<file path="src/hdl/rcfp_pkg.sv">
// Shared types, character codes and register indexes for the remote command frame parser.
package rcfp_pkg;

    localparam int VALUE_BITS = 14;
    localparam int CFG_INDEX_BITS = 2;

    localparam logic [7:0] CHAR_A = 8'h41;
    localparam logic [7:0] CHAR_B = 8'h42;
    localparam logic [7:0] CHAR_Z = 8'h5A;
    localparam logic [7:0] CHAR_COMMA = 8'h2C;
    localparam logic [7:0] CHAR_ZERO = 8'h30;
    localparam logic [7:0] CHAR_NINE = 8'h39;

    localparam logic [VALUE_BITS-1:0] DEADBAND_LOW_RESET = 14'd45;
    localparam logic [VALUE_BITS-1:0] DEADBAND_HIGH_RESET = 14'd55;
    localparam logic [VALUE_BITS-1:0] DEADBAND_CENTER_RESET = 14'd50;

    typedef enum logic [CFG_INDEX_BITS-1:0] {
        CFG_DEADBAND_LOW = 2'd0,
        CFG_DEADBAND_HIGH = 2'd1,
        CFG_DEADBAND_CENTER = 2'd2
    } cfg_index_t;

    typedef enum logic [2:0] {
        JOY_COL_START = 3'd0,
        JOY_COL_DIGITS = 3'd1,
        JOY_ROW_START = 3'd2,
        JOY_ROW_DIGITS = 3'd3,
        JOY_MISS_NONE = 3'd4,
        JOY_MISS_COL = 3'd5,
        JOY_BOTH = 3'd6
    } joy_phase_t;

    typedef enum logic [1:0] {
        PUMP_START = 2'd0,
        PUMP_DIGITS = 2'd1,
        PUMP_MISS = 2'd2,
        PUMP_FINISHED = 2'd3
    } pump_phase_t;

    typedef struct packed {
        logic [7:0] rx_byte;
    } byte_item_t;

    typedef struct packed {
        logic                  joy_done;
        logic [VALUE_BITS-1:0] col_value;
        logic [VALUE_BITS-1:0] row_value;
        logic                  pump_done;
        logic [VALUE_BITS-1:0] pump_value;
    } result_item_t;

    function automatic logic is_digit(input logic [7:0] b);
        return (b >= CHAR_ZERO) && (b <= CHAR_NINE);
    endfunction

endpackage

</file>
<file path="src/hdl/rcfp_byte_if.sv">
// Channel that carries received bytes into the parser.
interface rcfp_byte_if;
    logic                     valid;
    logic                     ready;
    rcfp_pkg::byte_item_t     payload;

    modport source (output valid, output payload, input ready);
    modport sink (input valid, input payload, output ready);
endinterface

</file>
<file path="src/hdl/rcfp_result_if.sv">
// Channel that carries parsed frame results out of the parser.
interface rcfp_result_if;
    logic                     valid;
    logic                     ready;
    rcfp_pkg::result_item_t   payload;

    modport source (output valid, output payload, input ready);
    modport sink (input valid, input payload, output ready);
endinterface

</file>
<file path="src/hdl/rcfp_joy_track.sv">
// Joystick frame tracker: frame length, field matching and held column and row values.
module rcfp_joy_track #(
    parameter int FRAME_LIMIT = 31,
    parameter int VALUE_MAX = 9999,
    localparam int LW = $clog2(FRAME_LIMIT + 1),
    localparam int VW = $clog2(VALUE_MAX + 1)
) (
    input  logic          clk,
    input  logic          rst_n,
    input  logic          step,
    input  logic [7:0]    rx_byte,
    output logic          done,
    output logic [VW-1:0] col_held_next,
    output logic [VW-1:0] row_held_next
);

    localparam logic [LW-1:0] LEN_LIMIT = LW'(FRAME_LIMIT);
    localparam logic [VW+3:0] SUM_MAX = (VW + 4)'(VALUE_MAX);

    function automatic logic [VW-1:0] acc_step(input logic [VW-1:0] acc,
                                               input logic [7:0] b);
        logic [VW+3:0] sum;
        sum = ({4'b0, acc} << 3) + ({4'b0, acc} << 1) + {{VW{1'b0}}, b[3:0]};
        return (sum > SUM_MAX) ? VW'(VALUE_MAX) : sum[VW-1:0];
    endfunction

    logic                 active_reg, active_next;
    logic [LW-1:0]        length_reg, length_next;
    rcfp_pkg::joy_phase_t phase_reg, phase_next;
    logic [VW-1:0]        col_accum_reg, col_accum_next;
    logic [VW-1:0]        row_accum_reg, row_accum_next;
    logic [VW-1:0]        col_held_reg;
    logic [VW-1:0]        row_held_reg;
    logic                 digit;
    logic                 in_frame;

    assign digit = rcfp_pkg::is_digit(rx_byte);
    assign in_frame = step && active_reg && (length_reg < LEN_LIMIT);

    // Frame control and field matching phase.
    always_comb
    begin
        active_next = active_reg;
        length_next = length_reg;
        phase_next = phase_reg;
        done = 1'b0;
        if (step)
        begin
            if (!active_reg)
            begin
                if (rx_byte == rcfp_pkg::CHAR_A)
                begin
                    active_next = 1'b1;
                    length_next = LW'(1);
                    phase_next = rcfp_pkg::JOY_COL_START;
                end
            end
            else if (length_reg >= LEN_LIMIT)
            begin
                active_next = 1'b0;
                length_next = '0;
            end
            else if (rx_byte == rcfp_pkg::CHAR_Z)
            begin
                active_next = 1'b0;
                length_next = '0;
                done = 1'b1;
            end
            else
            begin
                length_next = length_reg + LW'(1);
                case (phase_reg)
                    rcfp_pkg::JOY_COL_START:
                        phase_next = digit ? rcfp_pkg::JOY_COL_DIGITS : rcfp_pkg::JOY_MISS_NONE;
                    rcfp_pkg::JOY_COL_DIGITS:
                        if (!digit)
                        begin
                            phase_next = (rx_byte == rcfp_pkg::CHAR_COMMA) ?
                                         rcfp_pkg::JOY_ROW_START : rcfp_pkg::JOY_MISS_COL;
                        end
                    rcfp_pkg::JOY_ROW_START:
                        phase_next = digit ? rcfp_pkg::JOY_ROW_DIGITS : rcfp_pkg::JOY_MISS_COL;
                    rcfp_pkg::JOY_ROW_DIGITS:
                        if (!digit)
                        begin
                            phase_next = rcfp_pkg::JOY_BOTH;
                        end
                    default:
                        phase_next = phase_reg;
                endcase
            end
        end
    end

    // Digit accumulation and held values.
    always_comb
    begin
        col_accum_next = col_accum_reg;
        row_accum_next = row_accum_reg;
        col_held_next = col_held_reg;
        row_held_next = row_held_reg;
        if (step && !active_reg && (rx_byte == rcfp_pkg::CHAR_A))
        begin
            col_accum_next = '0;
            row_accum_next = '0;
        end
        else if (in_frame && (rx_byte == rcfp_pkg::CHAR_Z))
        begin
            if (phase_reg != rcfp_pkg::JOY_COL_START && phase_reg != rcfp_pkg::JOY_MISS_NONE)
            begin
                col_held_next = col_accum_reg;
            end
            if (phase_reg == rcfp_pkg::JOY_ROW_DIGITS || phase_reg == rcfp_pkg::JOY_BOTH)
            begin
                row_held_next = row_accum_reg;
            end
        end
        else if (in_frame && digit)
        begin
            case (phase_reg)
                rcfp_pkg::JOY_COL_START:  col_accum_next = acc_step('0, rx_byte);
                rcfp_pkg::JOY_COL_DIGITS: col_accum_next = acc_step(col_accum_reg, rx_byte);
                rcfp_pkg::JOY_ROW_START:  row_accum_next = acc_step('0, rx_byte);
                rcfp_pkg::JOY_ROW_DIGITS: row_accum_next = acc_step(row_accum_reg, rx_byte);
                default:
                begin
                    col_accum_next = col_accum_reg;
                    row_accum_next = row_accum_reg;
                end
            endcase
        end
    end

    always_ff @(posedge clk or negedge rst_n)
    begin
        if (!rst_n)
        begin
            active_reg <= 1'b0;
            length_reg <= '0;
            phase_reg <= rcfp_pkg::JOY_COL_START;
            col_accum_reg <= '0;
            row_accum_reg <= '0;
            col_held_reg <= '0;
            row_held_reg <= '0;
        end
        else
        begin
            active_reg <= active_next;
            length_reg <= length_next;
            phase_reg <= phase_next;
            col_accum_reg <= col_accum_next;
            row_accum_reg <= row_accum_next;
            col_held_reg <= col_held_next;
            row_held_reg <= row_held_next;
        end
    end

endmodule

</file>
<file path="src/hdl/rcfp_pump_track.sv">
// Pump frame tracker: frame length, field matching and held pump value.
module rcfp_pump_track #(
    parameter int FRAME_LIMIT = 31,
    parameter int VALUE_MAX = 9999,
    localparam int LW = $clog2(FRAME_LIMIT + 1),
    localparam int VW = $clog2(VALUE_MAX + 1)
) (
    input  logic          clk,
    input  logic          rst_n,
    input  logic          step,
    input  logic [7:0]    rx_byte,
    output logic          done,
    output logic [VW-1:0] pump_held_next
);

    localparam logic [LW-1:0] LEN_LIMIT = LW'(FRAME_LIMIT);
    localparam logic [VW+3:0] SUM_MAX = (VW + 4)'(VALUE_MAX);

    function automatic logic [VW-1:0] acc_step(input logic [VW-1:0] acc,
                                               input logic [7:0] b);
        logic [VW+3:0] sum;
        sum = ({4'b0, acc} << 3) + ({4'b0, acc} << 1) + {{VW{1'b0}}, b[3:0]};
        return (sum > SUM_MAX) ? VW'(VALUE_MAX) : sum[VW-1:0];
    endfunction

    logic                  active_reg, active_next;
    logic [LW-1:0]         length_reg, length_next;
    rcfp_pkg::pump_phase_t phase_reg, phase_next;
    logic [VW-1:0]         accum_reg, accum_next;
    logic [VW-1:0]         held_reg;
    logic                  digit;
    logic                  in_frame;

    assign digit = rcfp_pkg::is_digit(rx_byte);
    assign in_frame = step && active_reg && (length_reg < LEN_LIMIT);

    // Frame control and field matching phase.
    always_comb
    begin
        active_next = active_reg;
        length_next = length_reg;
        phase_next = phase_reg;
        done = 1'b0;
        if (step)
        begin
            if (!active_reg)
            begin
                if (rx_byte == rcfp_pkg::CHAR_B)
                begin
                    active_next = 1'b1;
                    length_next = LW'(1);
                    phase_next = rcfp_pkg::PUMP_START;
                end
            end
            else if (length_reg >= LEN_LIMIT)
            begin
                active_next = 1'b0;
                length_next = '0;
            end
            else if (rx_byte == rcfp_pkg::CHAR_Z)
            begin
                active_next = 1'b0;
                length_next = '0;
                done = 1'b1;
            end
            else
            begin
                length_next = length_reg + LW'(1);
                case (phase_reg)
                    rcfp_pkg::PUMP_START:
                        phase_next = digit ? rcfp_pkg::PUMP_DIGITS : rcfp_pkg::PUMP_MISS;
                    rcfp_pkg::PUMP_DIGITS:
                        if (!digit)
                        begin
                            phase_next = rcfp_pkg::PUMP_FINISHED;
                        end
                    default:
                        phase_next = phase_reg;
                endcase
            end
        end
    end

    // Digit accumulation and held value.
    always_comb
    begin
        accum_next = accum_reg;
        pump_held_next = held_reg;
        if (step && !active_reg && (rx_byte == rcfp_pkg::CHAR_B))
        begin
            accum_next = '0;
        end
        else if (in_frame && (rx_byte == rcfp_pkg::CHAR_Z))
        begin
            if (phase_reg == rcfp_pkg::PUMP_DIGITS || phase_reg == rcfp_pkg::PUMP_FINISHED)
            begin
                pump_held_next = accum_reg;
            end
        end
        else if (in_frame && digit)
        begin
            case (phase_reg)
                rcfp_pkg::PUMP_START:  accum_next = acc_step('0, rx_byte);
                rcfp_pkg::PUMP_DIGITS: accum_next = acc_step(accum_reg, rx_byte);
                default:               accum_next = accum_reg;
            endcase
        end
    end

    always_ff @(posedge clk or negedge rst_n)
    begin
        if (!rst_n)
        begin
            active_reg <= 1'b0;
            length_reg <= '0;
            phase_reg <= rcfp_pkg::PUMP_START;
            accum_reg <= '0;
            held_reg <= '0;
        end
        else
        begin
            active_reg <= active_next;
            length_reg <= length_next;
            phase_reg <= phase_next;
            accum_reg <= accum_next;
            held_reg <= pump_held_next;
        end
    end

endmodule

</file>
<file path="src/hdl/rcfp_deadband.sv">
// Dead band: snaps a held stick value strictly inside the band to the center value.
module rcfp_deadband #(
    parameter int VW = 14,
    localparam int BW = (VW > rcfp_pkg::VALUE_BITS) ? VW : rcfp_pkg::VALUE_BITS
) (
    input  logic [VW-1:0]                   value,
    input  logic [rcfp_pkg::VALUE_BITS-1:0] band_low,
    input  logic [rcfp_pkg::VALUE_BITS-1:0] band_high,
    input  logic [rcfp_pkg::VALUE_BITS-1:0] band_center,
    output logic [rcfp_pkg::VALUE_BITS-1:0] banded
);

    logic [BW-1:0] value_ext;
    logic [BW-1:0] low_ext;
    logic [BW-1:0] high_ext;
    logic [BW-1:0] center_ext;
    logic [BW-1:0] result;

    assign value_ext = BW'(value);
    assign low_ext = BW'(band_low);
    assign high_ext = BW'(band_high);
    assign center_ext = BW'(band_center);
    assign result = ((value_ext > low_ext) && (value_ext < high_ext)) ? center_ext : value_ext;
    assign banded = result[rcfp_pkg::VALUE_BITS-1:0];

endmodule

</file>
<file path="src/hdl/remote_command_frame_parser.sv">
// Top level of the remote command frame parser: input register, trackers and result register.
//
// Received bytes enter on byte_chan, one request per byte. Two trackers watch the stream:
// the joystick frame 'A' col ',' row 'Z' and the pump frame 'B' draw 'Z'. A byte that ends
// at least one frame produces one request on result_chan carrying both done flags and the
// current held values, the stick values passed through the dead band. Other bytes produce
// nothing. The dead band registers are written through cfg_we, cfg_index and cfg_data, and
// should only change while no byte is in flight.
// A result request becomes valid once its byte has passed the input register and then the result
// register; a stall on result_chan can hold the byte in the input register. Throughput is one
// byte per cycle while result_chan does not stall; the trackers update their state for a byte as
// it moves from the input register into the result register.
// When result_chan stalls, the result register holds and the input register fills; byte_chan
// then drops ready until the result is taken, so no request is lost or repeated.
// Reset clears both trackers, the held values and pending requests, and loads the dead band
// registers with 45, 55 and 50.
module remote_command_frame_parser #(
    parameter int FRAME_LIMIT = 31,
    parameter int VALUE_MAX = 9999
) (
    input  logic                                clk,
    input  logic                                rst_n,
    rcfp_byte_if.sink                           byte_chan,
    rcfp_result_if.source                       result_chan,
    input  logic                                cfg_we,
    input  logic [rcfp_pkg::CFG_INDEX_BITS-1:0] cfg_index,
    input  logic [rcfp_pkg::VALUE_BITS-1:0]     cfg_data
);

    localparam int VW = $clog2(VALUE_MAX + 1);
    localparam int PW = (VW > rcfp_pkg::VALUE_BITS) ? VW : rcfp_pkg::VALUE_BITS;

    logic [rcfp_pkg::VALUE_BITS-1:0] band_low_reg;
    logic [rcfp_pkg::VALUE_BITS-1:0] band_high_reg;
    logic [rcfp_pkg::VALUE_BITS-1:0] band_center_reg;

    logic                   in_valid_reg;
    logic [7:0]             in_byte_reg;
    logic                   res_valid_reg;
    rcfp_pkg::result_item_t res_reg;
    rcfp_pkg::result_item_t res_next;

    logic          advance;
    logic          step;
    logic          joy_done;
    logic          pump_done;
    logic [VW-1:0] col_held_next;
    logic [VW-1:0] row_held_next;
    logic [VW-1:0] pump_held_next;
    logic [PW-1:0] pump_ext;
    logic [rcfp_pkg::VALUE_BITS-1:0] col_banded;
    logic [rcfp_pkg::VALUE_BITS-1:0] row_banded;

    assign advance = !res_valid_reg || result_chan.ready;
    assign step = in_valid_reg && advance;
    assign byte_chan.ready = !in_valid_reg || advance;

    always_ff @(posedge clk or negedge rst_n)
    begin
        if (!rst_n)
        begin
            band_low_reg <= rcfp_pkg::DEADBAND_LOW_RESET;
            band_high_reg <= rcfp_pkg::DEADBAND_HIGH_RESET;
            band_center_reg <= rcfp_pkg::DEADBAND_CENTER_RESET;
        end
        else if (cfg_we)
        begin
            case (cfg_index)
                rcfp_pkg::CFG_DEADBAND_LOW:    band_low_reg <= cfg_data;
                rcfp_pkg::CFG_DEADBAND_HIGH:   band_high_reg <= cfg_data;
                rcfp_pkg::CFG_DEADBAND_CENTER: band_center_reg <= cfg_data;
                default:                       band_low_reg <= band_low_reg;
            endcase
        end
    end

    always_ff @(posedge clk or negedge rst_n)
    begin
        if (!rst_n)
        begin
            in_valid_reg <= 1'b0;
        end
        else if (byte_chan.ready)
        begin
            in_valid_reg <= byte_chan.valid;
        end
    end

    always_ff @(posedge clk)
    begin
        if (byte_chan.ready && byte_chan.valid)
        begin
            in_byte_reg <= byte_chan.payload.rx_byte;
        end
    end

    rcfp_joy_track #(
        .FRAME_LIMIT (FRAME_LIMIT),
        .VALUE_MAX   (VALUE_MAX)
    ) u_joy (
        .clk           (clk),
        .rst_n         (rst_n),
        .step          (step),
        .rx_byte       (in_byte_reg),
        .done          (joy_done),
        .col_held_next (col_held_next),
        .row_held_next (row_held_next)
    );

    rcfp_pump_track #(
        .FRAME_LIMIT (FRAME_LIMIT),
        .VALUE_MAX   (VALUE_MAX)
    ) u_pump (
        .clk            (clk),
        .rst_n          (rst_n),
        .step           (step),
        .rx_byte        (in_byte_reg),
        .done           (pump_done),
        .pump_held_next (pump_held_next)
    );

    rcfp_deadband #(
        .VW (VW)
    ) u_col_band (
        .value       (col_held_next),
        .band_low    (band_low_reg),
        .band_high   (band_high_reg),
        .band_center (band_center_reg),
        .banded      (col_banded)
    );

    rcfp_deadband #(
        .VW (VW)
    ) u_row_band (
        .value       (row_held_next),
        .band_low    (band_low_reg),
        .band_high   (band_high_reg),
        .band_center (band_center_reg),
        .banded      (row_banded)
    );

    assign pump_ext = PW'(pump_held_next);

    always_comb
    begin
        res_next.joy_done = joy_done;
        res_next.col_value = col_banded;
        res_next.row_value = row_banded;
        res_next.pump_done = pump_done;
        res_next.pump_value = pump_ext[rcfp_pkg::VALUE_BITS-1:0];
    end

    always_ff @(posedge clk or negedge rst_n)
    begin
        if (!rst_n)
        begin
            res_valid_reg <= 1'b0;
        end
        else if (advance)
        begin
            res_valid_reg <= step && (joy_done || pump_done);
        end
    end

    always_ff @(posedge clk)
    begin
        if (step)
        begin
            res_reg <= res_next;
        end
    end

    assign result_chan.valid = res_valid_reg;
    assign result_chan.payload = res_reg;

endmodule
</file>
<file path="src/flat_wrapper.sv">
// flat-port wrapper written by rule: the top's interface ports become plain ports
module remote_command_frame_parser_flat 
#(
    parameter int FRAME_LIMIT = 31,
    parameter int VALUE_MAX = 9999
)
  (clk, rst_n, cfg_we, cfg_index, cfg_data, byte_chan_valid, byte_chan_payload, byte_chan_ready, result_chan_valid, result_chan_payload, result_chan_ready);
  rcfp_byte_if byte_chan_i ();
  rcfp_result_if result_chan_i ();
  input  logic clk;
  input  logic rst_n;
  input  logic cfg_we;
  input  logic [rcfp_pkg::CFG_INDEX_BITS-1:0] cfg_index;
  input  logic [rcfp_pkg::VALUE_BITS-1:0] cfg_data;
  input wire logic [$bits(byte_chan_i.valid)-1:0] byte_chan_valid;
  input wire logic [$bits(byte_chan_i.payload)-1:0] byte_chan_payload;
  output wire logic [$bits(byte_chan_i.ready)-1:0] byte_chan_ready;
  output wire logic [$bits(result_chan_i.valid)-1:0] result_chan_valid;
  output wire logic [$bits(result_chan_i.payload)-1:0] result_chan_payload;
  input wire logic [$bits(result_chan_i.ready)-1:0] result_chan_ready;
  assign byte_chan_i.valid = byte_chan_valid;
  assign byte_chan_i.payload = byte_chan_payload;
  assign byte_chan_ready = byte_chan_i.ready;
  assign result_chan_valid = result_chan_i.valid;
  assign result_chan_payload = result_chan_i.payload;
  assign result_chan_i.ready = result_chan_ready;
  remote_command_frame_parser #(.FRAME_LIMIT(FRAME_LIMIT), .VALUE_MAX(VALUE_MAX)) u_core (.clk(clk), .rst_n(rst_n), .byte_chan(byte_chan_i), .result_chan(result_chan_i), .cfg_we(cfg_we), .cfg_index(cfg_index), .cfg_data(cfg_data));
endmodule
</file>
<file path="config.mk">
export PLATFORM = sky130hd
export DESIGN_NAME = remote_command_frame_parser_flat
export DESIGN_NICKNAME = d
export VERILOG_FILES = /design/src/hdl/rcfp_pkg.sv /design/src/hdl/rcfp_byte_if.sv /design/src/hdl/rcfp_result_if.sv /design/src/hdl/rcfp_joy_track.sv /design/src/hdl/rcfp_pump_track.sv /design/src/hdl/rcfp_deadband.sv /design/src/hdl/remote_command_frame_parser.sv /design/src/flat_wrapper.sv
export SDC_FILE = /design/constraint.sdc
export NUM_CORES = 1
export LEC_CHECK = 0
export ABC_CLOCK_PERIOD_IN_PS = 7740
export BUFFER_PORTS_ARGS = -buffer_cell sky130_fd_sc_hd__buf_2
export CAP_MARGIN = 5
export CORE_UTILIZATION = 60
export CTS_CLUSTER_DIAMETER = 50
export CTS_CLUSTER_SIZE = 8
export DETAILED_ROUTE_END_ITERATION = 10
export PLACE_DENSITY = 0.79
export SYNTH_ARGS = -nofsm -noshare
export SYNTH_HDL_FRONTEND = slang
export SYNTH_SLANG_ARGS = --single-unit
</file>
<file path="constraint.sdc">
create_clock -name clk -period 7.74 [get_ports clk]
set_input_delay 0.774 -clock clk [delete_from_list [all_inputs] [get_ports clk]]
set_output_delay 0.774 -clock clk [all_outputs]
set_load 0.05 [all_outputs]
</file>
* Word level (Yosys, flattened, before mapping) *
Cells that the tools add are included.

operators by class
  reduce and logical (&&, ||, !) cells = 49
  $add $sub $neg = 8
  muxes and demuxes = 66
  $lt $le $gt $ge = 14
  eq/ne operators = 24

operators with widths
  cell                    count
  $mux W14                24
  $pmux W14 S2            3
  $add A17 B15 Y18        3
  $add A18 B4 Y18         3
  $gt A18 B14 Y1 const B  3
  $mux W5                 8
  $gt A14 B14 Y1          2
  $lt A14 B14 Y1          2
  $mux W3                 9
  $eq A8 B7 Y1 const B    3
  $logic_and A1 B1 Y1     19
  $gt A4 B14 Y1 const B   1
  $mux W1                 14
  $mux W2                 6
  $ne A2 B2 Y1 const B    6
  $ne A3 B3 Y1 const B    4
  $pmux W3 S4             1
  $reduce_bool A3 Y1      4
  $add A5 B1 Y5 const B   2
  $ge A5 B5 Y1 const B    2
  $lt A5 B5 Y1 const B    2
  $reduce_and A2 Y1       5
  $reduce_and A3 Y1       3
  $eq A8 B6 Y1 const B    1
  17 further kinds        31

word-level totals
  input bits = 29
  register bits after elaboration = 197
  output and inout port bits = 46
  word-level logic and storage cells = 184

* Longest topological paths before layout *
Gate-level depths: netlist of run 1.

  depth after elaboration = 11
  depth in mapped cells = 16
  gate-level depth less buffers = 13

* Modules after synthesis *
A second synthesis of run 1 with hierarchy kept.

unflattened totals
  cell total of the unflattened synthesis = 1155
  area, all modules = 12619.6 µm²

modules (own cells, without submodules)
  module                       area an instance (µm²)  instances  seq. area each (µm²)  cells each
  rcfp_joy_track               4850.9                  1          1626.6                499
  remote_command_frame_parser  3248.1                  1          2677.6                151
  rcfp_pump_track              2738.9                  1          900.9                 285
  rcfp_deadband                890.9                   2          0.0                   110

* Least setup slack after synthesis of run 1 *
OpenSTA, ideal clock, no wires.

  path type = input to register
  start point = input result_chan_ready
  end point = register u_core.res_reg, in the netlist u_core.result_chan.payload[18], data pin
  data arrival time = 4.254 ns
  path buffers = 2
  required time = 7.480 ns
  library setup time = 0.260 ns
  stages on the path = 15
  slack = 3.226 ns
  cells stage by stage = nand2b_1 -> nand3_1 -> nor4_4 -> clkbuf_1 -> mux2_2 -> ha_1 -> a21o_1 -> a21o_1 -> a21o_1 -> a21oi_1 -> nor2_1 -> a2111oi_0 -> a211oi_2 -> buf_6 -> mux2_4

on the way
  cells in the longest elaborated chain, start to end = 10
  elaborated cells on any way between the ends = 13
  classes of those cells = order compare (2); mux (3); reduce/logical (8)

RTL lines
  element                                           line                                text
  start, declared                                   flat_wrapper.sv:20                  input wire logic [$bits(result_chan_i.ready)-1:0] result_chan_ready;
  $logic_or A1 B1 Y1 *                              remote_command_frame_parser.sv:54   assign advance = !res_valid_reg || result_chan.ready;
  $logic_and A1 B1 Y1 *                             remote_command_frame_parser.sv:55   assign step = in_valid_reg && advance;
  $logic_and A1 B1 Y1 (2 in a row)                  rcfp_joy_track.sv:38                assign in_frame = step && active_reg && (length_reg < LEN_LIMIT);
  $logic_and A1 B1 Y1                               rcfp_joy_track.sv:107               else if (in_frame && (rx_byte == rcfp_pkg::CHAR_Z))
  $mux W14                                          rcfp_joy_track.sv:107
  $mux W14 *                                        rcfp_joy_track.sv:102               if (step && !active_reg && (rx_byte == rcfp_pkg::CHAR_A))
  via u_core.row_held_next[7]                       remote_command_frame_parser.sv:48   logic [VW-1:0] row_held_next;
  $gt A14 B14 Y1 or $lt A14 B14 Y1 (tied branches)  rcfp_deadband.sv:23                 assign result = ((value_ext > low_ext) && (value_ext < high_ext)) ? center_ext : value_ext;
  $logic_and A1 B1 Y1 *                             rcfp_deadband.sv:23
  $mux W14 *                                        rcfp_deadband.sv:23
  via u_core.row_banded (one bit)                   remote_command_frame_parser.sv:52   logic [rcfp_pkg::VALUE_BITS-1:0] row_banded;
  end signal, assigned                              remote_command_frame_parser.sv:169  res_reg <= res_next;
  end, declared                                     remote_command_frame_parser.sv:40   rcfp_pkg::result_item_t res_reg;

Mark *: on every way through the listed nets, which the timed path passes. The rest lies on a longest branch.
A chain may end at the register's enable or synchronous reset.

* Worst setup path in the final report of run 1 *
  start point = register u_core.in_byte_reg[2]
  end point = register u_core.res_reg, in the netlist u_core.result_chan.payload[29], data pin

on the way
  cells in the longest elaborated chain, start to end = 7
  elaborated cells on any way between the ends = 10
  classes of those cells = order compare (2); eq/ne (2); mux (3); reduce/logical (3)

RTL lines
  element                                           line                               text
  start, declared                                   remote_command_frame_parser.sv:38  logic [7:0] in_byte_reg;
  start signal, assigned                            remote_command_frame_parser.sv:93  in_byte_reg <= byte_chan.payload.rx_byte;
  $eq A8 B7 Y1                                      rcfp_joy_track.sv:107
  $logic_and A1 B1 Y1                               rcfp_joy_track.sv:107
  $mux W14                                          rcfp_joy_track.sv:107
  $mux W14 *                                        rcfp_joy_track.sv:102
  via u_core.col_held_next[7]                       remote_command_frame_parser.sv:47  logic [VW-1:0] col_held_next;
  $gt A14 B14 Y1 or $lt A14 B14 Y1 (tied branches)  rcfp_deadband.sv:23
  $logic_and A1 B1 Y1 *                             rcfp_deadband.sv:23
  $mux W14 *                                        rcfp_deadband.sv:23
  via u_core.col_banded (one bit)                   remote_command_frame_parser.sv:51  logic [rcfp_pkg::VALUE_BITS-1:0] col_banded;

Marked as above.

==> results of run 1 <==
-- routing by layer --
| metal | wire length [µm] | share of wire (%) | global-route usage [%] |
|---|---|---|---|
| met4 | 541 | 1.9 | 9.03 |
| met1 | 12600 | 44 | 37.5 |
| met2 | 14100 | 50 | 49.2 |
| met5 | 0 | 0 | 0 |
| met3 | 1220 | 4.3 | 4.51 |
-- cell families (layout without fill, tap and decap cells) --
| logic type | count (synthesis) | in the layout | synth area share [%] |
|---|---|---|---|
| buffers and inverters | 87 | 167 | 2.85 |
| adders and majority gates | 145 | 145 | 15.2 |
| muxes | 101 | 101 | 9.53 |
| and+or+nand+nor | 257 | 257 | 11.3 |
| xor gates and xnor gates | 32 | 32 | 2.29 |
| DFF | 197 | 197 | 42.5 |
| AOI/OAI and AO/OA | 296 | 296 | 16.3 |
-- area by class of cell --
class,instances,share of cell area [%]
Multi-Input combinational cell,831,49.7
Sequential cell,197,38.6
Clock buffer,19,3.37
Timing Repair Buffer,79,3.07
Tap cell,265,2.46
Inverter,56,1.56
Clock inverter,13,1.18
-- power groups by stage --
stage / registers [W] / logic (W) / clock network (W)
2_1_floorplan: 0.00123 / 0.000203 / 0
3_3_place_gp: 0.00123 / 0.000301 / 0
3_5_place_dp: 0.00123 / 0.000310 / 0
4_1_cts: 0.00121 / 0.000313 / 0.000926
5_1_grt: 0.00122 / 0.000347 / 0.000969
6_report: 0.00121 / 0.000313 / 0.000918
-- worst max-delay path by stage --
stage                                                end  cells after the start
after floorplan           u_core.result_chan.payload[18]                     15
after global placement    u_core.result_chan.payload[42]                     14
after detailed placement  u_core.result_chan.payload[29]                     14
after CTS                 u_core.result_chan.payload[29]                     13
after global routing      u_core.result_chan.payload[32]                     12
final                     u_core.result_chan.payload[29]                     13
-- cells in the mapped netlist (3+ instances only) --
| master | number |
|---|---|
| ha_1 | 139 |
| dfrtp_1 | 133 |
| nand2_1 | 83 |
| o21ai_0 | 82 |
| mux2_2 | 75 |
| inv_1 | 56 |
| a21oi_1 | 53 |
| edfxtp_1 | 52 |
| nor2_1 | 43 |
| a21o_1 | 34 |
| clkbuf_1 | 25 |
| nor3_1 | 19 |
| xnor2_1 | 19 |
| nand4_1 | 18 |
| a32o_1 | 15 |
| nand3_1 | 15 |
| nor2b_1 | 15 |
| a211oi_1 | 13 |
| xor2_1 | 13 |
| dfstp_2 | 12 |
| o21a_1 | 12 |
| a22o_1 | 11 |
| mux2_1 | 10 |
| mux2_4 | 10 |
| nand2b_1 | 9 |
| o22ai_1 | 8 |
| a2111oi_0 | 7 |
| a31oi_1 | 7 |
| and2_1 | 7 |
| nand3b_1 | 7 |
| and3_1 | 6 |
| fa_1 | 6 |
| mux2i_1 | 6 |
| o211ai_1 | 6 |
| o21bai_1 | 6 |
| o31a_1 | 6 |
| o31ai_1 | 5 |
| or3_1 | 5 |
| a22oi_1 | 4 |
| nor4_1 | 4 |
| buf_2 | 3 |
| nor3b_1 | 3 |
| nor4_4 | 3 |
| or2_2 | 3 |
-- through the flow --
stage	total power, W	cells	utilization [%]
6_report	0.00244	1460	68.3
5_1_grt	0.00254	1460	68.3
4_1_cts	0.00245	1460	68.3
3_5_place_dp	0.00154	1428	65.2
3_3_place_gp	0.00153	1428	65.2
2_1_floorplan	0.00143	1115	-
-- layout by cell type (no fill, tap or decap), drive strengths merged, types with 34 or more instances in the layout --
master  instances
dfrtp         133
buf            79
a21oi          54
edfxtp         52
nand2          84
a21o           34
o21ai          83
ha            139
nor2           43
inv            63
mux2           95
==> impl_metrics.csv, run 1 <==
group,metric,value,unit
cts,clk_pin_slew_worst_paths,0.08,ns
routing,post-route-drc-count,0,
worst_setup_path,critPathMaxStageDelay,0.97,ns
timing,finalClockSkew,0.0152,ns
yosys,syn_area,12200,µm²
floorplan,pin_count,75,
cts,clk_path_buf_depth,2,
routing,drtAntennaViolNets,0,
global_route,grt_usage,28.8,%
worst_setup_path,r2r-end,"u_core.result_chan.payload[29]",
routing,drt_iter0_drc,734,
routing,via_count,9151,
layout,drive_gt1_share,19.3,%
placement,dpl_cell_area,12900,µm²
layout,largest_reg_flops,44,
cts,clkLatencyLatePin,0.45,ns
pwr,seq_power_share,49.7,%
yosys,syn_nets,1289,
global_route,grt_pass1_wl,46.2,mm
worst_setup_path,cp.required,7.93,ns
placement,dpl.hpwl,20.8,mm
pwr,irDropWorstVdd,167,µV
cts,numCtsBuffers,17,
timing,drv_slew,0,
cts,cts_root_buf,"clkbuf_16",
routing,routed_wl,28.4,mm
yosys,yosys.area.top_type_share,27.2,%
yosys,synth_flop_cell,"dfrtp_1",
flow_run,cap_viol_max_count,0,
worst_setup_path,r2r_slack,2.77,ns
pwr,p_per_area,182,nW/µm²
worst_setup_path,crit_type,"flip-flop to flip-flop",
cts,ctsResizeCount,0,
routing,firstDrtPassIters,5,
yosys,synthArstFlopShare,73.6,%
worst_setup_path,critPathBufInv,0,
yosys,ys_seq_area_share,42.5,%
yosys,syn_inst,1115,
timing,fin_setup_tns,0,ns
placement,place_ws,2.75,ns
worst_setup_path,r2r-start,"u_core.in_byte_reg[2]",
yosys,yosys_warnings,0,
worst_setup_path,cp_max_fo,14,
floorplan,core,19700,µm²
timing,grt_setup_unrepaired,"no",
yosys,synth_cell_type_count,81,
placement,numPortBuffers,74,
timing,postLayoutSetupSlackWorst,2.77,ns
yosys,yosysTopAreaCell,"dfrtp_1",
floorplan,dieArea,21000,µm²
status,status,"finished, final reports clean",
cts,cts.sinks,197,
worst_setup_path,worst_path_dominant_cell_family,"simple AND/OR/NAND/NOR gates",
timing,slew-limit-headroom,23.1,%
pwr,switching_share,28.3,%
layout,diodes,0,
pwr,p_sw,0.000692,W
routing,via_per_inst,6.27,
timing,min_period,4.97,ns
layout,fill_cells,1458,
pwr,p_int,0.00175,W
pwr,power.static_leakage,6.65,nW
worst_setup_path,crit_chain,"nor4b_4 > nand4_4 > nor4_4 > mux2_2 > ha_1 > a21o_1 > a21o_1 > a21oi_1 > nor2_1 > a211oi_1 > o21ai_0 > nand3_2 > mux2_2",
global_route,overflow,0,
layout,regArea,5200,µm²
global_route,antenna_found_initial,0,
floorplan,rows,51,
routing,wire_per_inst,19.5,µm
floorplan,fp.dieW,145,µm
yosys,yosys_register_bits,197,
yosys,synth.avg_cell_area,11.0,µm²
cts,cts_tree,"yes",
timing,period_share,64.3,%
pwr,combinationalPowerShare,12.8,%
worst_setup_path,critPathLaunch,"u_core.in_byte_reg[2]",
timing,worst_pin_slew,1.15,ns
yosys,synth_area_leaders,"dfrtp_1, ha_1, edfxtp_1",
yosys,synth_edf_count,52,
timing,hold_viol_final,0,
floorplan,chipHeight,145,µm
worst_setup_path,worstPathArrival,5.16,ns
layout,fin_area,13500,µm²
timing,timing.fmax,201,MHz
worst_setup_path,start_kind,"flip-flop",
worst_setup_path,slowest_stage,"nor4_4",
worst_setup_path,end_kind,"flip-flop",
layout,final_nets,1356,
worst_setup_path,worstRegToRegCells,13,
floorplan,start_util,62.1,%
timing,whs,0.335,ns
cts,cts_setup_buffers,0,
global_route,grt_pass1_vias,9086,
worst_hold_path,hold_class,"primary input to asynchronous set/reset pin",
pwr,pwr-share-clk,37.5,%
global_route,grt_max_degree,77,
cts,postCtsHoldBufs,0,
placement,gp_routability_congestion,0.915,
layout,multi_input_area,6700,µm²
cts,cts_max_level,4,
layout,area_growth,10.0,%
timing,setup_viol,0,
Note: power is estimated with default switching activity, not from simulation.
==> run 2: changes to the inputs <==
--- a/config.mk
+++ b/config.mk
@@ -5,14 +5,14 @@
 export SDC_FILE = /design/constraint.sdc
 export NUM_CORES = 1
 export LEC_CHECK = 0
-export ABC_CLOCK_PERIOD_IN_PS = 7740
+export ABC_CLOCK_PERIOD_IN_PS = 4030
 export BUFFER_PORTS_ARGS = -buffer_cell sky130_fd_sc_hd__buf_2
 export CAP_MARGIN = 5
-export CORE_UTILIZATION = 60
+export CORE_UTILIZATION = 56
 export CTS_CLUSTER_DIAMETER = 50
 export CTS_CLUSTER_SIZE = 8
 export DETAILED_ROUTE_END_ITERATION = 10
-export PLACE_DENSITY = 0.79
+export PLACE_DENSITY = 0.77
 export SYNTH_ARGS = -nofsm -noshare
 export SYNTH_HDL_FRONTEND = slang
 export SYNTH_SLANG_ARGS = --single-unit
==> constraint.sdc (replaced) <==
create_clock -name clk -period 4.03 [get_ports clk]
set_input_delay 0.403 -clock clk [delete_from_list [all_inputs] [get_ports clk]]
set_output_delay 0.403 -clock clk [all_outputs]
set_load 0.05 [all_outputs]
==> run 2 against run 1 <==
  * The run now ends with negative setup slack left
  * Register-to-register slack worse by 2.9 ns
  * Worst hold slack worse by 0.30 ns
  * Global-route usage down 2.3 points
  * Setup slack worse by 2.9 ns
  * Sequential power up 91%
  * Combinational power up 120%
  * Final area up 4.8%
  * Power up 96%
  * Clock power up 94%
  * Clock skew down 0.0021 ns
==> impl_metrics.csv, run 2 (synthesized netlist as in run 1, its figures left out) <==
group,metric,value,unit
worst_setup_path,worstPathArrival,4.33,ns
layout,final_cell_mix,"dfrtp_1, ha_1, nand2_1",
cts,clkLatencyLatePin,0.45,ns
pwr,power.static_leakage,6.87,nW
worst_hold_path,hold_class,"primary input to asynchronous set/reset pin",
cts,cts.sinks,197,
timing,setup_viol,16,
worst_setup_path,critPathBufInv,4,
global_route,overflow,0,
pwr,irDropWorstVdd,296,µV
routing,via_per_inst,6.26,
floorplan,rows,53,
timing,period_share,102,%
worst_setup_path,start_kind,"flip-flop",
layout,diodes,0,
routing,firstDrtPassIters,5,
routing,drtAntennaViolNets,0,
layout,final_nets,1389,
cts,clk_pin_slew_worst_paths,0.08,ns
global_route,grt_pass1_wl,46.1,mm
status,status,"complete, but fails checks",
flow_run,cap_viol_max_count,0,
placement,gp_routability_congestion,0.918,
cts,cts_root_buf,"clkbuf_16",
worst_setup_path,crit_chain,"nor4b_4 > nand4_4 > buf_6 > nor4_4 > buf_12 > buf_12 > mux2_2 > ha_4 > nand4_1 > nor2_1 > nand2_1 > a211oi_2 > a2111oi_2 > a211oi_2 > buf_6 > mux2_4",
timing,hold_viol_final,0,
cts,cts_max_level,4,
timing,postLayoutSetupSlackWorst,-0.0998,ns
cts,postCtsHoldBufs,0,
timing,drv_slew,0,
worst_setup_path,end_kind,"flip-flop",
worst_setup_path,slowest_stage,"edfxtp_1",
timing,timing.fmax,242,MHz
global_route,grt_pass1_vias,9127,
cts,cts_tree,"yes",
floorplan,start_util,57.7,%
timing,slew-limit-headroom,32.8,%
floorplan,pin_count,75,
worst_setup_path,cp.required,4.23,ns
placement,dpl.hpwl,21.2,mm
global_route,grt_max_degree,102,
cts,clk_path_buf_depth,2,
pwr,p_per_area,339,nW/µm²
worst_setup_path,cp.depth,16,
cts,numCtsBuffers,17,
routing,via_count,9408,
layout,drive_gt1_share,24.0,%
worst_setup_path,cp_max_fo,8,
pwr,power.total,0.00478,W
timing,worst_pin_slew,1.01,ns
timing,min_period,4.13,ns
worst_setup_path,crit_type,"flip-flop to flip-flop",
layout,fill_cells,1550,
layout,largest_reg_flops,44,
global_route,antenna_found_initial,0,
routing,routed_wl,29.8,mm
timing,finalClockSkew,0.0131,ns
layout,area_growth,15.3,%
floorplan,dieArea,22500,µm²
floorplan,chipHeight,150,µm
placement,numPortBuffers,74,
worst_setup_path,worst_path_dominant_cell_family,"simple AND/OR/NAND/NOR gates",
layout,final_common_cell,"dfrtp_1",
global_route,grt_usage,26.5,%
worst_setup_path,worstRegToRegCells,16,
routing,drt_iter0_drc,763,
floorplan,core,21200,µm²
floorplan,fp.dieW,150,µm
timing,grt_setup_unrepaired,"yes",
routing,wire_per_inst,19.8,µm
worst_setup_path,critPathMaxStageDelay,0.43,ns
timing,fin_setup_tns,-1.19,ns
routing,post-route-drc-count,0,
status,violations,"negative setup slack",
==> run 2: cell types whose count changed in the layout (fill, tap and decap cells not counted), sizes merged <==
cell    before  now
inv         63   64
clkbuf      19   18
buf         79  112
==> run 2: what timing repair did <==
item,CTS,global route
pin swaps,5,14
endpoints found under the setup margin,12,41
setup buffers,8,9
gates resized for setup,8,45
hold endpoints to repair,0,0
==> run 2: per-layer routing <==
metal	global-route usage, %	vias to the layer above	wire length, µm
met1	34.4	4675	12800
met5	0	-	0
li1	-	4383	-
met3	4.45	68	1490
met4	8.33	0	777
met2	45.0	282	14700
==> run 2: path summary, 6_finish.rpt <==
path,startpoint,end,slack (ns)
max in group asynchronous,rst_n,u_core.band_high_reg[1],3.10
min,rst_n,u_core.u_pump.held_reg[8],0.04
min in group clk,byte_chan_payload[4],u_core.in_byte_reg[4],0.13
max,u_core.in_byte_reg[0],u_core.result_chan.payload[25],-0.1
min reg2reg,u_core.u_pump.held_reg[10],u_core.u_pump.held_reg[10],0.50
max reg2reg,u_core.in_byte_reg[0],u_core.result_chan.payload[25],-0.1
==> run 2: report_power, final <==
| group | leakage (nW) | internal, W | switching [W] | total (W) |
|---|---|---|---|---|
| Combinational | 4.13 | 0.000275 | 0.000419 | 0.000693 |
| Sequential | 2.43 | 0.00221 | 0.000105 | 0.00231 |
| Clock | 0.305 | 0.000916 | 0.000863 | 0.00178 |
| Total | 6.87 | 0.00340 | 0.00139 | 0.00478 |
==> run 2: worst register-to-register path, stage by stage (launching register included) <==
cell and delay (ns):
edfxtp_1 0.43, nor4b_4 0.36, nand4_4 0.14, buf_6 0.14, nor4_4 0.21, buf_12 0.19
buf_12 0.13, mux2_2 0.42, ha_4 0.32, nand4_1 0.13, nor2_1 0.16, nand2_1 0.15
a211oi_2 0.20, a2111oi_2 0.09, a211oi_2 0.29, buf_6 0.22, mux2_4 0.32
==> run 2: stage by stage <==
stage               cell area, µm²  utilization (%)  std cells  hold slack, ns  setup slack [ns]
floorplan                    12300                -       1115           0.107           0.00240
global placement             13100             61.6       1454           0.476             0.139
detailed placement           13100             61.6       1454           0.483            0.0162
CTS                          13800             65.1       1494           0.126           0.00295
global route                 14100             66.5       1503           0.118            -0.231
finish                       14100             66.5       1503          0.0354           -0.0998
==> run 2: area by class of cell <==
class                      count  area [µm²]  area share, %
inverter                      56         210           1.49
sequential                   197        5210           36.9
clock inverter                14         180           1.28
multi-input combinational    831        6990           49.5
tap                          275         344           2.44
clock buffer                  18         439           3.11
timing repair buffer         112         751           5.32
==> run 3: changes to the inputs <==
--- a/config.mk
+++ b/config.mk
@@ -5,14 +5,17 @@
 export SDC_FILE = /design/constraint.sdc
 export NUM_CORES = 1
 export LEC_CHECK = 0
-export ABC_CLOCK_PERIOD_IN_PS = 4030
+export ABC_CLOCK_PERIOD_IN_PS = 4700
 export BUFFER_PORTS_ARGS = -buffer_cell sky130_fd_sc_hd__buf_2
 export CAP_MARGIN = 5
-export CORE_UTILIZATION = 56
+export CELL_PAD_IN_SITES_DETAIL_PLACEMENT = 0
+export CELL_PAD_IN_SITES_GLOBAL_PLACEMENT = 2
+export CORE_UTILIZATION = 43
+export CTS_BUF_LIST = sky130_fd_sc_hd__clkbuf_4
 export CTS_CLUSTER_DIAMETER = 50
 export CTS_CLUSTER_SIZE = 8
 export DETAILED_ROUTE_END_ITERATION = 10
-export PLACE_DENSITY = 0.77
+export PLACE_DENSITY_LB_ADDON = 0.1
 export SYNTH_ARGS = -nofsm -noshare
 export SYNTH_HDL_FRONTEND = slang
 export SYNTH_SLANG_ARGS = --single-unit
==> constraint.sdc (replaced) <==
create_clock -name clk -period 4.7 [get_ports clk]
set_input_delay 0.47 -clock clk [delete_from_list [all_inputs] [get_ports clk]]
set_output_delay 0.47 -clock clk [all_outputs]
set_load 0.05 [all_outputs]
==> run 3 against run 2 <==
  * The flow now finishes without violations
  * Critical path depth is 1 lower
  * Highest routed layer unchanged
  * Final cell count is 6.3% higher
  * Die area is 30% higher
==> impl_metrics.csv, run 3 (synthesized netlist as in run 1, its figures left out) <==
group,metric,value,unit
status,status,"finished, final reports clean",
timing,drv_slew,0,
worst_setup_path,start_kind,"flip-flop",
layout,final_cell_mix,"ha_1, dfrtp_1, nand2_1",
placement,dpl.hpwl,22.7,mm
floorplan,rows,61,
worst_setup_path,critical_path.most_common_cell,"o21a_1",
routing,drt_iter0_drc,490,
timing,postLayoutSetupSlackWorst,0.299,ns
timing,period_share,93.6,%
pwr,power.static_leakage,6.63,nW
cts,cts_tree,"yes",
cts,clkLatencyLatePin,0.59,ns
timing,grt_setup_unrepaired,"no",
timing,whs,0.0663,ns
global_route,grt_max_degree,67,
floorplan,dieArea,29200,µm²
cts,cts_max_level,4,
floorplan,core,27900,µm²
routing,drtAntennaViolNets,0,
floorplan,fp.dieW,171,µm
timing,slew-limit-headroom,25.5,%
worst_setup_path,cp.required,5.04,ns
pwr,p_per_area,259,nW/µm²
global_route,grt_pass1_wl,48.4,mm
global_route,antenna_found_initial,1,
global_route,overflow,0,
timing,finalClockSkew,0.0325,ns
worst_setup_path,end_kind,"flip-flop",
worst_setup_path,crit_type,"flip-flop to flip-flop",
global_route,grt_pass1_vias,8803,
worst_hold_path,hold_class,"primary input to flip-flop",
routing,via_per_inst,5.56,
timing,setup_viol,0,
routing,routed_wl,30.0,mm
timing,worst_pin_slew,1.11,ns
floorplan,chipHeight,171,µm
layout,final_common_cell,"ha_1",
cts,cts.sinks,197,
worst_setup_path,critPathMaxStageDelay,0.60,ns
placement,place_ws,-0.0866,ns
cts,cts_root_buf,"clkbuf_4",
floorplan,start_util,43.8,%
cts,clk_path_buf_depth,2,
worst_setup_path,slowest_stage,"a2111oi_1",
worst_setup_path,cp_max_fo,14,
layout,final_nets,1379,
routing,via_count,8875,
cts,clk_pin_slew_worst_paths,0.16,ns
timing,min_period,4.40,ns
layout,largest_reg_flops,44,
layout,drive_gt1_share,20.5,%
timing,timing.fmax,227,MHz
layout,fill_cells,2667,
routing,wire_per_inst,18.8,µm
layout,area_growth,10.3,%
worst_setup_path,crit_chain,"nor4b_4 > nand4_4 > nor4_4 > buf_12 > mux2_2 > ha_1 > nor2b_1 > o21a_1 > o21a_1 > o21ai_0 > a211oi_1 > a2111oi_1 > a211oi_4 > buf_4 > mux2_4",
worst_setup_path,critPathBufInv,2,
floorplan,pin_count,75,
worst_setup_path,worst_path_dominant_cell_family,"compound AO/OA/AOI/OAI gates",
timing,hold_viol_final,0,
routing,firstDrtPassIters,6,
routing,post-route-drc-count,0,
global_route,grt_usage,21.6,%
flow_run,cap_viol_max_count,0,
pwr,irDropWorstVdd,196,µV
worst_setup_path,worstPathArrival,4.74,ns
placement,numPortBuffers,74,
cts,numCtsBuffers,17,
placement,gp_routability_congestion,0.843,
## run 3: cell count changes in the layout (fill, tap and decap cells not counted), moves of 7 or more
cell / delta
buf_6: -7
clkbuf_16: -17
clkbuf_4: +18
ha_1: +11
ha_4: -11
mux2_2: +11
mux2_4: -11
## run 3: what timing repair did
| action | 4_1_cts | 5_1_grt |
|---|---|---|
| hold buffers | 4 | 1 |
| setup buffers | 2 | 0 |
| pin swaps | 1 | 0 |
| resized for setup | 0 | 1 |
| setup endpoints to repair | 14 | 6 |
| endpoints found under the hold margin | 58 | 1 |
## run 3: worst reg2reg max path: cells and delay by family (launching register included)
kind	cells	cell delay, ns
AOI/OAI and AO/OA	6	1.27
adders and majority gates	1	0.31
buffers and inverters	2	0.43
DFF	1	0.46
muxes	2	0.70
and+or+nand+nor	4	0.98
## run 3: where the power goes
group,total [W],internal (W),switching (W)
logic,0.000551,0.000216,0.000335
registers,0.00197,0.00189,0.0000797
clock network,0.000971,0.000300,0.000671
## run 3: layout make-up
cell class	instances	area (µm²)	share of cell area [%]
antenna	1	2.50	0.0185
clock buffer	18	135	1.00
clock inverter	14	163	1.20
inverter	56	210	1.56
multi-input combinational	831	6700	49.6
sequential	197	5200	38.5
tap	378	473	3.50
timing repair buffer	102	612	4.53
## run 3: metal layers
metal | vias to the layer above | GRT usage [%] | wire, µm
li1 | 4364 | - | -
met1 | 4373 | 28.4 | 14400
met2 | 121 | 37.8 | 14700
met3 | 17 | 2.66 | 656
met4 | 0 | 4.31 | 246
met5 | - | 0 | 0
## run 3: worst paths after layout
path                                            from                        endpoint  slack, ns  cells after the start
min in group asynchronous                      rst_n  u_core.u_joy.row_accum_reg[11]       0.45                      2
min                             byte_chan_payload[1]           u_core.in_byte_reg[1]       0.07                      1
max                            u_core.in_byte_reg[0]  u_core.result_chan.payload[21]       0.30                     15
max in group asynchronous                      rst_n     u_core.u_pump.accum_reg[12]       3.20                      3
max reg2reg                    u_core.in_byte_reg[0]  u_core.result_chan.payload[21]       0.30                     15
min reg2reg                u_core.u_pump.held_reg[2]       u_core.u_pump.held_reg[2]       0.51                      2
## run 3: per-stage QoR
stage	TNS, ns	power (W)	cell area, µm²	cells	utilization, %
floorplan	0	0.00236	12200	1115	-
global placement	-0.0549	0.00255	13100	1557	47.0
detailed placement	-0.516	0.00256	13100	1557	47.0
CTS	0	0.00354	13500	1595	48.3
global route	0	0.00368	13500	1597	48.3
finish	0	0.00349	13500	1597	48.3
